File: src/design/ppt_pkg.sv
`timescale 1ns / 1ps
// Shared types and constants of the point-in-polygon test.
// Used by every design file through scoped names; depends on nothing.

package ppt_pkg;

  localparam int MAX_VERTICES = 64;
  localparam int VADDR_W      = $clog2(MAX_VERTICES);
  localparam int CNT_W        = $clog2(MAX_VERTICES + 1);

  localparam int COORD_W      = 16;
  localparam int IDX_W        = 6;
  localparam int COUNT_W      = 7;
  localparam int DIFF_W       = COORD_W + 1;
  localparam int PROD_W       = 2 * COORD_W + 1;
  localparam int MAG_W        = 2 * COORD_W;
  localparam int DEN_MAG_W    = COORD_W;
  localparam int QUO_W        = MAG_W + 1;
  localparam int CROSS_W      = QUO_W + 1;
  localparam int VERT_W       = 2 * COORD_W;

  localparam int DIV_STEPS    = MAG_W;
  localparam int DIV_CNT_W    = $clog2(DIV_STEPS);

  localparam int APB_ADDR_W   = 3;
  localparam int APB_DATA_W   = 32;

  localparam logic REG_VERTEX_COUNT = 1'b0;

  localparam logic MODE_WRITE = 1'b0;
  localparam logic MODE_QUERY = 1'b1;

  typedef enum logic [2:0] {
    ST_IDLE,
    ST_PREV,
    ST_CUR,
    ST_TEST,
    ST_DIVGO,
    ST_DIV,
    ST_NEXT,
    ST_DONE
  } state_t;

  typedef struct packed {
    logic                     start;
    logic signed [PROD_W-1:0] dividend;
    logic signed [DIFF_W-1:0] divisor;
  } div_req_t;

  typedef struct packed {
    logic                    done;
    logic signed [QUO_W-1:0] quotient;
  } div_rsp_t;

endpackage

File: src/design/ppt_div.sv
`timescale 1ns / 1ps
// Serial signed divider, one quotient bit per cycle, truncating toward zero.
// Depends on ppt_pkg for the request and response structs.

module ppt_div (
  input  logic              clk,
  input  logic              rst_n,
  input  ppt_pkg::div_req_t req,
  output ppt_pkg::div_rsp_t rsp
);

  logic                            busy_r;
  logic                            done_r;
  logic [ppt_pkg::DIV_CNT_W-1:0]   cnt_r;
  logic [ppt_pkg::MAG_W-1:0]       dvd_r;
  logic [ppt_pkg::DEN_MAG_W-1:0]   rem_r;
  logic [ppt_pkg::DEN_MAG_W-1:0]   dsr_r;
  logic                            neg_r;

  logic                            neg_a;
  logic                            neg_b;
  logic [ppt_pkg::PROD_W-1:0]      a_abs;
  logic [ppt_pkg::DIFF_W-1:0]      b_abs;
  logic [ppt_pkg::DEN_MAG_W:0]     sh;
  logic [ppt_pkg::DEN_MAG_W:0]     diff;
  logic                            ge;
  logic [ppt_pkg::DEN_MAG_W-1:0]   rem_step;
  logic [ppt_pkg::QUO_W-1:0]       quo_mag;

  assign neg_a    = req.dividend[ppt_pkg::PROD_W-1];
  assign neg_b    = req.divisor[ppt_pkg::DIFF_W-1];
  assign a_abs    = neg_a ? (~req.dividend + 1'b1) : req.dividend;
  assign b_abs    = neg_b ? (~req.divisor + 1'b1) : req.divisor;

  assign sh       = {rem_r, dvd_r[ppt_pkg::MAG_W-1]};
  assign ge       = sh >= {1'b0, dsr_r};
  assign diff     = sh - {1'b0, dsr_r};
  assign rem_step = ge ? diff[ppt_pkg::DEN_MAG_W-1:0] : sh[ppt_pkg::DEN_MAG_W-1:0];

  always_ff @(posedge clk) begin
    if (!rst_n) begin
      busy_r <= 1'b0;
      done_r <= 1'b0;
      cnt_r  <= '0;
    end else begin
      done_r <= 1'b0;
      if (req.start) begin
        busy_r <= 1'b1;
        cnt_r  <= '0;
      end else if (busy_r) begin
        cnt_r <= cnt_r + 1'b1;
        if (cnt_r == ppt_pkg::DIV_CNT_W'(ppt_pkg::DIV_STEPS - 1)) begin
          busy_r <= 1'b0;
          done_r <= 1'b1;
        end
      end
    end
  end

  always_ff @(posedge clk) begin
    if (req.start) begin
      dvd_r <= a_abs[ppt_pkg::MAG_W-1:0];
      rem_r <= '0;
      dsr_r <= b_abs[ppt_pkg::DEN_MAG_W-1:0];
      neg_r <= neg_a ^ neg_b;
    end else if (busy_r) begin
      dvd_r <= {dvd_r[ppt_pkg::MAG_W-2:0], ge};
      rem_r <= rem_step;
    end
  end

  assign quo_mag      = {1'b0, dvd_r};
  assign rsp.done     = done_r;
  assign rsp.quotient = neg_r ? (~quo_mag + 1'b1) : quo_mag;

endmodule

File: config.mk
export PLATFORM = sky130hd
export DESIGN_NAME = ppt_div
export DESIGN_NICKNAME = d
export VERILOG_FILES = /design/src/design/ppt_pkg.sv /design/src/design/ppt_div.sv
export SDC_FILE = /design/constraint.sdc
export NUM_CORES = 1
export LEC_CHECK = 0
export BUFFER_PORTS_ARGS = -buffer_cell sky130_fd_sc_hd__buf_2
export CAP_MARGIN = 20
export CORE_MARGIN = 5
export CORE_UTILIZATION = 40
export DETAILED_ROUTE_END_ITERATION = 8
export GPL_TIMING_DRIVEN = 1
export PLACE_DENSITY = 0.67
export SLEW_MARGIN = 25
export SYNTH_ARGS = -nofsm -noshare
export SYNTH_HDL_FRONTEND = slang
export SYNTH_SLANG_ARGS = --single-unit
File: constraint.sdc
create_clock -name clk -period 6.1 [get_ports clk]
set_input_delay 0.915 -clock clk [delete_from_list [all_inputs] [get_ports clk]]
set_output_delay 0.915 -clock clk [all_outputs]
set_load 0.02 [all_outputs]
==> flow_summary.json <==
{
  "status": "complete, no violations",
  "fin_setup_tns_ns": 0,
  "synthArstFlopShare": 0,
  "seq_area_frac_synth": 0.357,
  "cp.arrival_ns": 2.92,
  "antenna_found_initial": 0,
  "p_int_uw": 1100,
  "finalWeightedCongestion": 0.902,
  "first_pass_iters": 5,
  "period_minus_slack_ns": 3.84,
  "port_buffers": 86,
  "powerDensity_nw_per_um2": 264,
  "p_leak_uw": 0.00247,
  "clkSinkCount": 72,
  "die_w_um": 126,
  "clk_pin_slew_ns": 0.06,
  "path_cells": "or4_4 > or3_4 > or2_2 > o21ai_1 > nand2_1 > xor2_1 > buf_2",
  "clkLatencyLatePin_ns": 0.33,
  "postCtsSetupBuffers": 0,
  "num_rows": 42,
  "grt_max_degree": 54,
  "max_freq_ghz": 0.261,
  "tightestPinTransition_ns": 0.813,
  "finalHoldViolations": 0,
  "diodes": 0,
  "pwr-share-comb": 0.303,
  "io_pins": 87,
  "layout.cells.most_common": "buf_2",
  "wl_met3_um": 669,
  "cp-end-kind": "output pin",
  "pwr-share-clk": 0.317,
  "p_seq_frac": 0.379,
  "syn_to_final_growth_pct": 16.0,
  "start_util": 0.409,
  "vias_per_cell": 5.58,
  "syn_area_sq_um": 5420,
  "cts_hold_buf": 0,
  "hold_path_class": "flop to flop",
  "routed-via-count": 4790,
  "dp.cells": 842,
  "crit_fanout": 7,
  "drt_iter0_markers": 474,
  "crit_path_max_incr_delay_ns": 0.55,
  "cp-start-kind": "flop",
  "htreeDepth": 3,
  "finalSetupViolCount": 0,
  "fp.dieH_um": 126,
  "drive_gt1_frac": 0.182,
  "peakVddDrop_uv": 137,
  "synth_edf_count": 49,
  "dpl.hpwl_um": 10100,
  "routed-wl-met2_um": 6460,
  "rsz0062_at_grt": "no",
  "slew_violations": 0,
  "maxSlewHeadroom": 0.454,
  "switchingPower_uw": 554,
  "cap_violations": 0,
  "dieArea_sq_um": 16000,
  "coreArea_sq_um": 13200,
  "setup.worst_path.class": "flop to output pin",
  "synth_nets": 681,
  "fin_cells": 859,
  "cts_buffers": 9,
  "ff2ff_path_depth": 9,
  "ys_types": 64,
  "fin_skew_ns": 0.00733,
  "avgSynthCellArea_sq_um": 8.94,
  "cp_top_family": "simple AND/OR/NAND/NOR gates",
  "ctsRootBufferMaster": "clkbuf_16",
  "switching_share": 0.334,
  "slowest_stage": "or4_4",
  "fin_crit_sh": 0.629,
  "fin_area_sq_um": 6280,
  "whs_path_depth": 2,
  "cp.depth": 7,
  "ys_ff_latch": 72,
  "grt_first_pass_wirelength_um": 22300,
  "cts_tree": "yes",
  "placed_cell_area_sq_um": 5970,
  "path_buf_inv": 1,
  "ys.flop_type": "edfxtp_1",
  "layout_common_cells": "buf_2, nor2_1, nand2_1",
  "grt_use_total": 0.167,
  "synth_cells": 606,
  "wl_um": 13300,
  "post_drt_wl_per_cell_um": 15.5,
  "drt-met1-wl_um": 6000,
  "grt_pass1_vias": 4700,
  "worstPathRequired_ns": 5.18,
  "cts.repair.resized": 0,
  "ys_warn_count": 0,
  "clockBufferDepth": 2,
  "num-nets-final": 753,
  "overflow": 0,
  "post-route-drc-count": 0,
  "postRouteAntennaNets": 0,
  "top_layer": "met4"
}
-- path summary, 6_finish.rpt --
path,startpoint,end,slack [ns]
worst min register to register,rem_r[7],rem_r[8],0.50
worst max-delay path,dvd_r[9],rsp[27],2.26
worst min-delay path,rem_r[7],rem_r[8],0.50
worst max register to register,dsr_r[10],rem_r[6],3.06
-- synth_stat cells, types with 5 or more instances --
library cell  instances  share of area
nor2_1               61          0.042
nand2_1              50          0.035
edfxtp_1             49           0.27
a21oi_1              45          0.042
xnor2_1              43          0.070
xor2_1               41          0.066
inv_1                28          0.019
o21ai_0              27          0.025
clkbuf_1             23          0.016
dfxtp_1              23          0.085
o31ai_1              22          0.030
ha_1                 21          0.049
nand2b_1             14          0.016
a21o_1               12          0.017
a311oi_1             11          0.018
nand3_1              11          0.010
o41ai_1              10          0.016
or3_1                 9          0.010
or4_1                 8          0.011
nor3_1                6         0.0055
o21a_1                6         0.0083
a211oi_1              5         0.0069
nand4b_1              5         0.0081
nor4_1                5         0.0058
-- layout make-up --
cell class | instances | area [sq um]
Clock buffer | 12 | 279
Clock inverter | 4 | 23.8
Fill cell | 1307 | 6960
Inverter | 28 | 105
Multi-Input combinational cell | 477 | 3250
Sequential cell | 72 | 1930
Tap cell | 176 | 220
Timing Repair Buffer | 90 | 470
-- through the flow --
stage | worst slack, ns | hold WS, ns | util | power, uW
3_5_place_dp | 2.59 | 0.496 | 0.451 | 1140
5_1_grt | 2.05 | 0.529 | 0.475 | 1740
4_1_cts | 2.23 | 0.506 | 0.473 | 1670
2_1_floorplan | 2.74 | 0.467 | - | 984
6_report | 2.26 | 0.502 | 0.475 | 1660
3_3_place_gp | 2.66 | 0.484 | 0.451 | 1120
-- power by group through the flow --
stage / clock network [uW] / registers, uW / logic [uW]
detailed placement: 0 / 643 / 494
global route: 555 / 636 / 553
global placement: 0 / 640 / 482
floorplan: 0 / 624 / 360
CTS: 536 / 633 / 497
finish: 526 / 629 / 503
-- logic make-up after synthesis --
kind of cell | share of synthesized area
XOR/XNOR | 0.136
flip-flops | 0.357
AND/OR/NAND/NOR | 0.188
buffers and inverters | 0.0425
adder cells (fa/ha/maj) | 0.0522
multiplexers | 0.0116
AO/OA/AOI/OAI | 0.213
-- layer usage --
layer	vias up	global-route usage
li1	2378	-
met1	2266	0.216
met2	128	0.284
met3	18	0.0303
met4	0	0.0492
met5	-	0
-- registers in the layout (all words and copies together), names as in the netlist --
name	cells
done_r	1
dvd_r	32
neg_r	1
cnt_r	5
dsr_r	16
busy_r	1
rem_r	16
-- tightest hold or removal path: stages, from the launching register on --
cell and delay, ns:
dfxtp_1 0.32, nand2_1 0.06, a311oi_1 0.08
No activity file was read; power rests on OpenSTA's default activity.
